**config.mk**
```make
export PLATFORM = sky130hd
export DESIGN_NAME = gdf_ctrl
export DESIGN_NICKNAME = d
export VERILOG_FILES = /design/src/design/gdf_pkg.sv /design/src/design/gdf_ctrl.sv
export SDC_FILE = /design/constraint.sdc
export NUM_CORES = 1
export LEC_CHECK = 0
export BUFFER_PORTS_ARGS = -buffer_cell sky130_fd_sc_hd__buf_2
export CAP_MARGIN = 15
export CORE_AREA = 3 3 40 42
export CTS_CLUSTER_SIZE = 14
export DETAILED_ROUTE_END_ITERATION = 10
export DIE_AREA = 0 0 43 45
export MAX_ROUTING_LAYER = met4
export PLACE_DENSITY_LB_ADDON = 0.12
export SYNTH_ARGS = -nofsm -noshare
export SYNTH_HDL_FRONTEND = slang
export SYNTH_SLANG_ARGS = --single-unit
```
**constraint.sdc**
```tcl
create_clock -name clk -period 2.2 [get_ports clk]
set_input_delay 0.44 -clock clk [delete_from_list [all_inputs] [get_ports clk]]
set_output_delay 0.44 -clock clk [all_outputs]
set_load 0.005 [all_outputs]
```
**src/design/gdf_pkg.sv**
```systemverilog
// Package: shared constants, command/status structs, controller states and the exp table.
package gdf_pkg;

	// Widths of the transaction fields
	localparam int VALUE_W    = 16;
	localparam int DIFF_W     = VALUE_W + 1;
	localparam int SQ_W       = 2 * DIFF_W;
	localparam int SUM_W      = 40;
	localparam int INV_W      = 24;
	localparam int PEAK_W     = 16;
	localparam int FIT_W      = 16;
	localparam int INDEX_W    = 16;
	localparam int CFG_ADDR_W = 8;
	localparam int CFG_DATA_W = 24;

	// Configuration register indexes
	localparam logic [CFG_ADDR_W-1:0] CFG_INV_TWO_WIDTH_SQ = CFG_ADDR_W'(0);
	localparam logic [CFG_ADDR_W-1:0] CFG_PEAK_FITNESS     = CFG_ADDR_W'(1);
	localparam logic [INV_W-1:0]      INV_RESET            = INV_W'(32768);
	localparam logic [PEAK_W-1:0]     PEAK_RESET           = PEAK_W'(4096);

	// Population wrap point of the individual counter
	localparam int MAX_POPULATION = 65536;

	// Exponent argument x is Q24.40 (64 bits); table covers x in [0,16).
	// EXP_TABLE_DEPTH must be a power of two between 32 and 4096.
	localparam int X_W             = 64;
	localparam int X_INT_TOP       = 44;
	localparam int EXP_TABLE_DEPTH = 256;
	localparam int TAB_IDX_W       = $clog2(EXP_TABLE_DEPTH);
	localparam int TAB_ADDR_W      = TAB_IDX_W + 1;
	localparam int FRAC_W          = 16;
	localparam int ENTRY_W         = 31;
	localparam int INTERP_W        = ENTRY_W + FRAC_W;
	localparam int SCALED_W        = ENTRY_W + PEAK_W + 1;
	localparam int ROUND_SHIFT     = 30;
	localparam int TAYLOR_TERMS    = 12;

	typedef logic [ENTRY_W-1:0] exp_tab_t [EXP_TABLE_DEPTH+1];

	// Build exp(-k*s) in Q1.30 with r = exp(-s) from a truncated Taylor series
	function automatic exp_tab_t build_exp_tab();
		exp_tab_t   tab;
		logic [63:0] step;
		logic [63:0] term;
		logic [63:0] acc;
		logic [63:0] prod;
		step = (64'd16 << 32) / 64'(EXP_TABLE_DEPTH);
		term = 64'd1 << 32;
		acc  = term;
		for (int k = 1; k <= TAYLOR_TERMS; k++) begin
			term = ((term * step) >> 32) / 64'(k);
			if (k % 2 == 1) begin
				acc = (acc >= term) ? acc - term : 64'd0;
			end else begin
				acc = acc + term;
			end
		end
		if (acc > 64'hFFFF_FFFF) begin
			acc = 64'hFFFF_FFFF;
		end
		tab[0] = ENTRY_W'(64'd1 << 30);
		for (int i = 0; i < EXP_TABLE_DEPTH; i++) begin
			prod       = (64'(tab[i]) * acc) >> 32;
			tab[i + 1] = prod[ENTRY_W-1:0];
		end
		return tab;
	endfunction

	localparam exp_tab_t EXP_TAB = build_exp_tab();

	typedef enum logic [3:0] {
		ST_IDLE,
		ST_SQUARE,
		ST_ACCUM,
		ST_MUL_LO,
		ST_MUL_HI,
		ST_ADD,
		ST_LOOKUP,
		ST_INTERP,
		ST_SUBTRACT,
		ST_SCALE,
		ST_EMIT
	} gdf_state_t;

	typedef struct packed {
		logic capture;
		logic square;
		logic accumulate;
		logic mul_lo;
		logic mul_hi;
		logic add;
		logic lookup;
		logic interp;
		logic subtract;
		logic scale;
		logic emit;
	} gdf_cmd_t;

	typedef struct packed {
		logic last_component;
	} gdf_status_t;

endpackage

```
**src/design/gdf_ctrl.sv**
```systemverilog
// Controller: sequences one item through the datapath and owns the result valid.
module gdf_ctrl (
	input  logic                 clk,
	input  logic                 arst_n,
	input  logic                 item_valid,
	output logic                 item_ready,
	input  logic                 result_ready,
	output logic                 result_valid,
	input  gdf_pkg::gdf_status_t status,
	output gdf_pkg::gdf_cmd_t    cmd
);

	gdf_pkg::gdf_state_t state_q;
	gdf_pkg::gdf_state_t state_next;
	logic                out_valid_q;
	logic                out_free;

	assign out_free     = !out_valid_q || result_ready;
	assign result_valid = out_valid_q;

	always_comb begin
		state_next = state_q;
		unique case (state_q)
			gdf_pkg::ST_IDLE: begin
				if (item_valid) state_next = gdf_pkg::ST_SQUARE;
			end
			gdf_pkg::ST_SQUARE:   state_next = gdf_pkg::ST_ACCUM;
			gdf_pkg::ST_ACCUM: begin
				state_next = status.last_component ? gdf_pkg::ST_MUL_LO : gdf_pkg::ST_IDLE;
			end
			gdf_pkg::ST_MUL_LO:   state_next = gdf_pkg::ST_MUL_HI;
			gdf_pkg::ST_MUL_HI:   state_next = gdf_pkg::ST_ADD;
			gdf_pkg::ST_ADD:      state_next = gdf_pkg::ST_LOOKUP;
			gdf_pkg::ST_LOOKUP:   state_next = gdf_pkg::ST_INTERP;
			gdf_pkg::ST_INTERP:   state_next = gdf_pkg::ST_SUBTRACT;
			gdf_pkg::ST_SUBTRACT: state_next = gdf_pkg::ST_SCALE;
			gdf_pkg::ST_SCALE:    state_next = gdf_pkg::ST_EMIT;
			gdf_pkg::ST_EMIT: begin
				if (out_free) state_next = gdf_pkg::ST_IDLE;
			end
			default:              state_next = gdf_pkg::ST_IDLE;
		endcase
	end

	always_comb begin
		cmd        = '0;
		item_ready = 1'b0;
		unique case (state_q)
			gdf_pkg::ST_IDLE: begin
				item_ready  = 1'b1;
				cmd.capture = item_valid;
			end
			gdf_pkg::ST_SQUARE:   cmd.square     = 1'b1;
			gdf_pkg::ST_ACCUM:    cmd.accumulate = 1'b1;
			gdf_pkg::ST_MUL_LO:   cmd.mul_lo     = 1'b1;
			gdf_pkg::ST_MUL_HI:   cmd.mul_hi     = 1'b1;
			gdf_pkg::ST_ADD:      cmd.add        = 1'b1;
			gdf_pkg::ST_LOOKUP:   cmd.lookup     = 1'b1;
			gdf_pkg::ST_INTERP:   cmd.interp     = 1'b1;
			gdf_pkg::ST_SUBTRACT: cmd.subtract   = 1'b1;
			gdf_pkg::ST_SCALE:    cmd.scale      = 1'b1;
			gdf_pkg::ST_EMIT:     cmd.emit       = out_free;
			default:              cmd            = '0;
		endcase
	end

	always_ff @(posedge clk or negedge arst_n) begin
		if (!arst_n) begin
			state_q     <= gdf_pkg::ST_IDLE;
			out_valid_q <= 1'b0;
		end else begin
			state_q <= state_next;
			// Hold the result until taken; a new result may load as the old one leaves
			if (cmd.emit) begin
				out_valid_q <= 1'b1;
			end else if (result_ready) begin
				out_valid_q <= 1'b0;
			end
		end
	end

endmodule

```
==> reports/results.txt, run 1 <==
Synth top area share = 0.376
Syn_nets = 44
Hold Violations, Final = 0
Clock slew at reported path FFs = 0.04 ns
CTS Buf Count = 3
Iter 0 DRT Violations = 6
Post-synth EDFFs = 0
Residual DRC = 0
TritonRoute pass-1 iters = 3
Worst setup SP type = flop
Post-DR vias/cell = 4.46
# setup viols final = 0
Post-route design area = 460 µm²
Placed inst area = 424 µm²
Cts hold-fix bufs = 0
CORE AREA = 1280 µm²
NumNets Final = 65
Drt wl/cell = 11.7 µm
Cell count after synthesis = 39
Total power = 654 µW
Final min period = 1.78 ns
Post-CTS Setup Bufs = 0
Largest net degree at the start of global routing = 11
Initial Utilization = 0.259
Fmax = 561 MHz
Crit end category = output port
Most used DFF post-synth = dfrtp_1
Routed WL = 867 µm
Kind of critical path = flop to output port
Sequential-to-total area share from yosys stat = 0.376
GRT overflow = 0
IO Count = 18
Clock sinks = 5
Antenna Cells = 0
Synth area leader = dfrtp_1
Max cap viols = 0
Final worst-path cycle share = 0.810
Crit-path max FO = 7
Netlist cell types = 20
Final setup skew = 0.00127 ns
Fillers = 151
Die Span Y = 45 µm
Ys Warns = 0
VDD IR max = 431 µV
Via Count = 330
CTS max path bufs = 2
PostCTS Resize Cnt = 0
Synth top area cells = dfrtp_1 38%, nor2_1 7.9%, nor3_1 6.0%, nand2b_1 5.6%, nor3_4 4.9%
Worst slack, placed = 0.678 ns
RSZ-0062 raised after global routing = no
Crit-path slowest cell = dfrtp_1
Clk_lat worst skew = 0.24 ns
CTS tree = yes
CP Data Required Time = 1.76 ns
GRT Total Usage = 0.105
Tightest slew margin relative to the limit = 0.726
Critical path, cell by cell = or2_4, nor3_4, and2_1, buf_2
Antenna violations before repair = 0
CTS H-Tree Depth = 1
Synth Cell Area = 333 µm²
Post-synthesis register bit count = 5
First-pass GRT wire length = 1440 µm
Flop2flop setup slack = 0.99 ns
Via count of the first global-routing pass = 327
Syn-to-layout area delta = 38.3%
Layout cells sized above 1 = 0.407
Pwr per Cell Area = 1420 nW/µm²
Placement Rows = 13
Routed Antenna Nets = 0
Root Buffer = clkbuf_4
HP Class = input pin to flop
Die X = 43 µm
Post-synth ARST share = 1.00
I/O Buffers = 17
Leak = 0.235 nW
Final Wtd Congestion = 0.756
Measured slew at the worst slew-check pin = 0.410 ns
Final Max Slew Viols = 0
Status = finished, final reports clean
Worst Path Arrival = 1.34 ns
Setup tns final = 0 ns
Max incr delay on CP = 0.45 ns
Mean post-synth cell area = 8.53 µm²
Die Area = 1940 µm²
Setup ws final = 0.418 ns
Final HPWL DP = 677 µm
[cell usage after synthesis (2+ instances only)]
cell type,count
a21oi_1,2
o21ai_1,2
nor3_1,4
nand2b_1,3
nand2_1,2
o21a_1,2
nor2_1,7
dfrtp_1,5
[where the power goes]
group	total, mW	leakage [nW]	switching, mW	internal [mW]
Combinational	0.328	0.155	0.163	0.166
Clock	0.103	0.0150	0.0346	0.0684
Sequential	0.223	0.0643	0.0919	0.131
[flip-flops by register name, indices dropped and copies added (netlist names)]
name	cells
state_q	4
result_valid	1
[cell type report]
cell class                      instances  area, µm²  area share
Clock buffer                            4       26.3      0.0571
Timing Repair Buffer                   18       95.1       0.207
Tap cell                               15       18.8      0.0408
Inverter                                1       3.75     0.00815
Multi-Input combinational cell         31        191       0.416
Sequential cell                         5        125       0.272
[cells in the final DEF (no fill, tap or decap)]
cell type | Yosys | layout
clkbuf_4 | 0 | 3
o32ai_1 | 1 | 1
o22ai_1 | 1 | 1
a21boi_1 | 1 | 1
o21ai_1 | 2 | 2
dfrtp_1 | 5 | 5
nor3b_1 | 1 | 1
o21a_1 | 2 | 2
xor2_1 | 1 | 1
buf_2 | 1 | 17
inv_2 | 1 | 1
nor2_1 | 7 | 7
clkbuf_1 | 0 | 1
dlygate4sd3_1 | 0 | 1
a21oi_1 | 2 | 2
nor3_1 | 4 | 4
nand2_1 | 2 | 2
or2_4 | 1 | 1
nor3_4 | 1 | 1
and2_1 | 1 | 1
nand2b_1 | 3 | 3
nand2b_4 | 1 | 1
[metrics by stage]
step / std cells / hold slack, ns / util
after floorplan: 39 / 0.144 / -
after global placement: 69 / 0.263 / 0.330
after detailed placement: 69 / 0.261 / 0.330
after CTS: 73 / 0.00666 / 0.351
after global routing: 74 / 0.537 / 0.358
final: 74 / 0.516 / 0.358
[cells by family (layout without fill, tap and decap cells)]
logic type / Yosys count / in the layout / share of synthesized area
compound gates: 9 / 9 / 0.173
simple gates: 21 / 21 / 0.376
xor+xnor: 1 / 1 / 0.0263
buf+inv: 3 / 23 / 0.0489
flops: 5 / 5 / 0.376
[path summary, 6_finish.rpt]
path                            cells past startpoint                      from                  endpoint
worst max-delay path                                4    state_q[1]$_DFFE_PN0P_                   cmd[10]
worst min-delay path                                3                item_valid    state_q[0]$_DFFE_PN0P_
worst max register to register                      3    state_q[2]$_DFFE_PN0P_    state_q[0]$_DFFE_PN0P_
worst min register to register                      2  result_valid$_DFFE_PN0P_  result_valid$_DFFE_PN0P_
max in group asynchronous                           2                    arst_n    state_q[0]$_DFFE_PN0P_
min in group asynchronous                           2                    arst_n  result_valid$_DFFE_PN0P_
[per-layer routing]
layer / share of wire / vias to the layer above / track usage / wire length [µm]
met3: 0.072 / 0 / 0.0120 / 62
met1: 0.49 / 141 / 0.140 / 428
li1: - / 174 / - / -
met4: 0 / 0 / 0.0904 / 0
met2: 0.43 / 15 / 0.141 / 376
met5: 0 / - / - / 0
[worst max-delay path: cells and delay by family (launching register included)]
kind	cells	cell delay, ns
buffers and inverters	1	0.10
flip-flops	1	0.45
AND/OR/NAND/NOR	3	0.56
No activity file was read; power rests on OpenSTA's default activity.
==> run 2: changes to the inputs <==
==> constraint.sdc (replaced) <==
create_clock -name clk -period 1.8 [get_ports clk]
set_input_delay 0.36 -clock clk [delete_from_list [all_inputs] [get_ports clk]]
set_output_delay 0.36 -clock clk [all_outputs]
set_load 0.005 [all_outputs]
==> reports/results.txt, run 2 (synthesized netlist as in run 1, its figures left out) <==
Fmax = 588 MHz
Leak = 0.233 nW (was 0.235 nW)
Commonest non-fill, non-tap cell in the layout = buf_2 (unchanged)
Die Span Y = 45 µm (unchanged)
Final Max Slew Viols = 0 (unchanged)
Die Area = 1940 µm² (unchanged)
Final min period = 1.70 ns
Clock slew at reported path FFs = 0.04 ns (about the same)
Placed inst area = 424 µm² (unchanged)
# setup viols final = 0 (unchanged)
CP top delay family = simple AND/OR/NAND/NOR gates (unchanged)
Crit end category = output port (unchanged)
NumNets Final = 65 (unchanged)
Status = finished, final reports clean (unchanged)
Tightest slew margin relative to the limit = 0.726 (unchanged)
Residual DRC = 0 (unchanged)
Hold WS = 0.436 ns (was 0.516 ns)
CORE AREA = 1280 µm² (unchanged)
Final HPWL DP = 677 µm (unchanged)
Max cap viols = 0 (unchanged)
Routed Antenna Nets = 0 (unchanged)
CP Data Required Time = 1.44 ns (was 1.76 ns)
Via count of the first global-routing pass = 327 (unchanged)
Most frequent cells in the layout = 17 x buf_2, 7 x nor2_1, 4 x nor3_1, 4 x dfrtp_1 (was 17 x buf_2, 7 x nor2_1, 5 x dfrtp_1)
Drt wl/cell = 11.7 µm (unchanged)
Die X = 43 µm (unchanged)
Root Buffer = clkbuf_4 (unchanged)
GRT Total Usage = 0.105 (unchanged)
Worst Path Arrival = 1.34 ns (about the same)
Via Count = 330 (unchanged)
First-pass GRT wire length = 1440 µm (unchanged)
Clk_lat worst skew = 0.24 ns (about the same)
Hold Path Cell Cnt = 3 (unchanged)
CP Depth = 4 (unchanged)
I/O Buffers = 17 (unchanged)
Critical path, cell by cell = or2_4, nor3_4, and2_1, buf_2 (unchanged)
Final setup skew = 0.00127 ns (about the same)
IO Count = 18 (unchanged)
CTS H-Tree Depth = 1 (unchanged)
Setup tns final = 0 ns (unchanged)
Worst slack, placed = 0.358 ns (was 0.678 ns)
Kind of critical path = flop to output port (unchanged)
Iter 0 DRT Violations = 6 (unchanged)
Final worst-path cycle share = 0.945
Final Wtd Congestion = 0.756 (unchanged)
Measured slew at the worst slew-check pin = 0.410 ns (unchanged)
Setup ws final = 0.0988 ns (was 0.418 ns)
Clock sinks = 5 (unchanged)
Worst setup SP type = flop (unchanged)
Max reg flops = 4 (unchanged)
Routed WL = 867 µm (unchanged)
RSZ-0062 raised after global routing = no (unchanged)
TritonRoute pass-1 iters = 3 (unchanged)
Antenna violations before repair = 0 (unchanged)
Crit-path slowest cell = dfrtp_1 (unchanged)
CTS max path bufs = 2 (unchanged)
WP buf/inv = 1 (unchanged)
Total power = 802 µW (was 654 µW)
HP Class = input pin to flop (unchanged)
Most flop-heavy register = state_q (unchanged)
GRT overflow = 0 (unchanged)
Largest net degree at the start of global routing = 11 (unchanged)
CTS tree = yes (unchanged)
Antenna Cells = 0 (unchanged)
VDD IR max = 527 µV (was 431 µV)
Max incr delay on CP = 0.45 ns (about the same)
Layout cells sized above 1 = 0.424 (was 0.407)
Post-DR vias/cell = 4.46 (unchanged)
Post-route design area = 462 µm² (was 460 µm²)
Crit-path max FO = 7 (unchanged)
CTS Buf Count = 3 (unchanged)
Hold Violations, Final = 0 (unchanged)
Pwr per Cell Area = 1740 nW/µm² (was 1420 nW/µm²)
Placement Rows = 13 (unchanged)
Register-to-Register Path Depth = 3 (unchanged)
Syn-to-layout area delta = 38.7% (was 38.3%)
Initial Utilization = 0.259 (unchanged)
-- run 2: area by class of cell --
cell class,count,area (µm²)
fill,151,823
multi-input combinational,31,191
timing repair buffer,18,95.1
clock buffer,4,26.3
sequential,5,126
tap,15,18.8
inverter,1,3.75
-- run 2: final timing paths --
kind	from	end	slack [ns]
min in group asynchronous	arst_n	result_valid$_DFFE_PN0P_	0.46
max in group asynchronous	arst_n	state_q[2]$_DFFE_PN0P_	1.19
min	item_valid	state_q[0]$_DFFE_PN0P_	0.44
max	state_q[1]$_DFFE_PN0P_	cmd[10]	0.1
min reg2reg	result_valid$_DFFE_PN0P_	result_valid$_DFFE_PN0P_	0.56
max reg2reg	state_q[3]$_DFFE_PN0P_	state_q[0]$_DFFE_PN0P_	0.71
-- run 2: what timing repair did --
item | in CTS | in global routing
hold buffers | 1 | 0
setup buffers | 0 | 0
resized for setup | 0 | 1
hold endpoints to repair | 5 | 0
endpoints found under the setup margin | 0 | 1
-- run 2: routing by layer --
layer | GRT usage | routed length, µm | vias to the layer above
met3 | 0.0120 | 62 | 0
met1 | 0.140 | 428 | 141
met5 | - | 0 | -
met4 | 0.0904 | 0 | 0
met2 | 0.141 | 376 | 15
li1 | - | - | 174
-- run 2: tightest hold or removal path, stage by stage --
cell and delay, ns:
buf_2 0.08, a21boi_1 0.05, o32ai_1 0.12
-- run 2: power by group --
part,switching [mW],total [mW],internal [mW]
clock network,0.0423,0.126,0.0836
registers,0.112,0.275,0.163
logic,0.199,0.401,0.203
total,0.353,0.802,0.449
-- run 2: stage by stage --
step,instances,utilization
global placement,69,0.330
detailed placement,69,0.330
global route,74,0.359
CTS,74,0.358
finish,74,0.359
floorplan,39,-
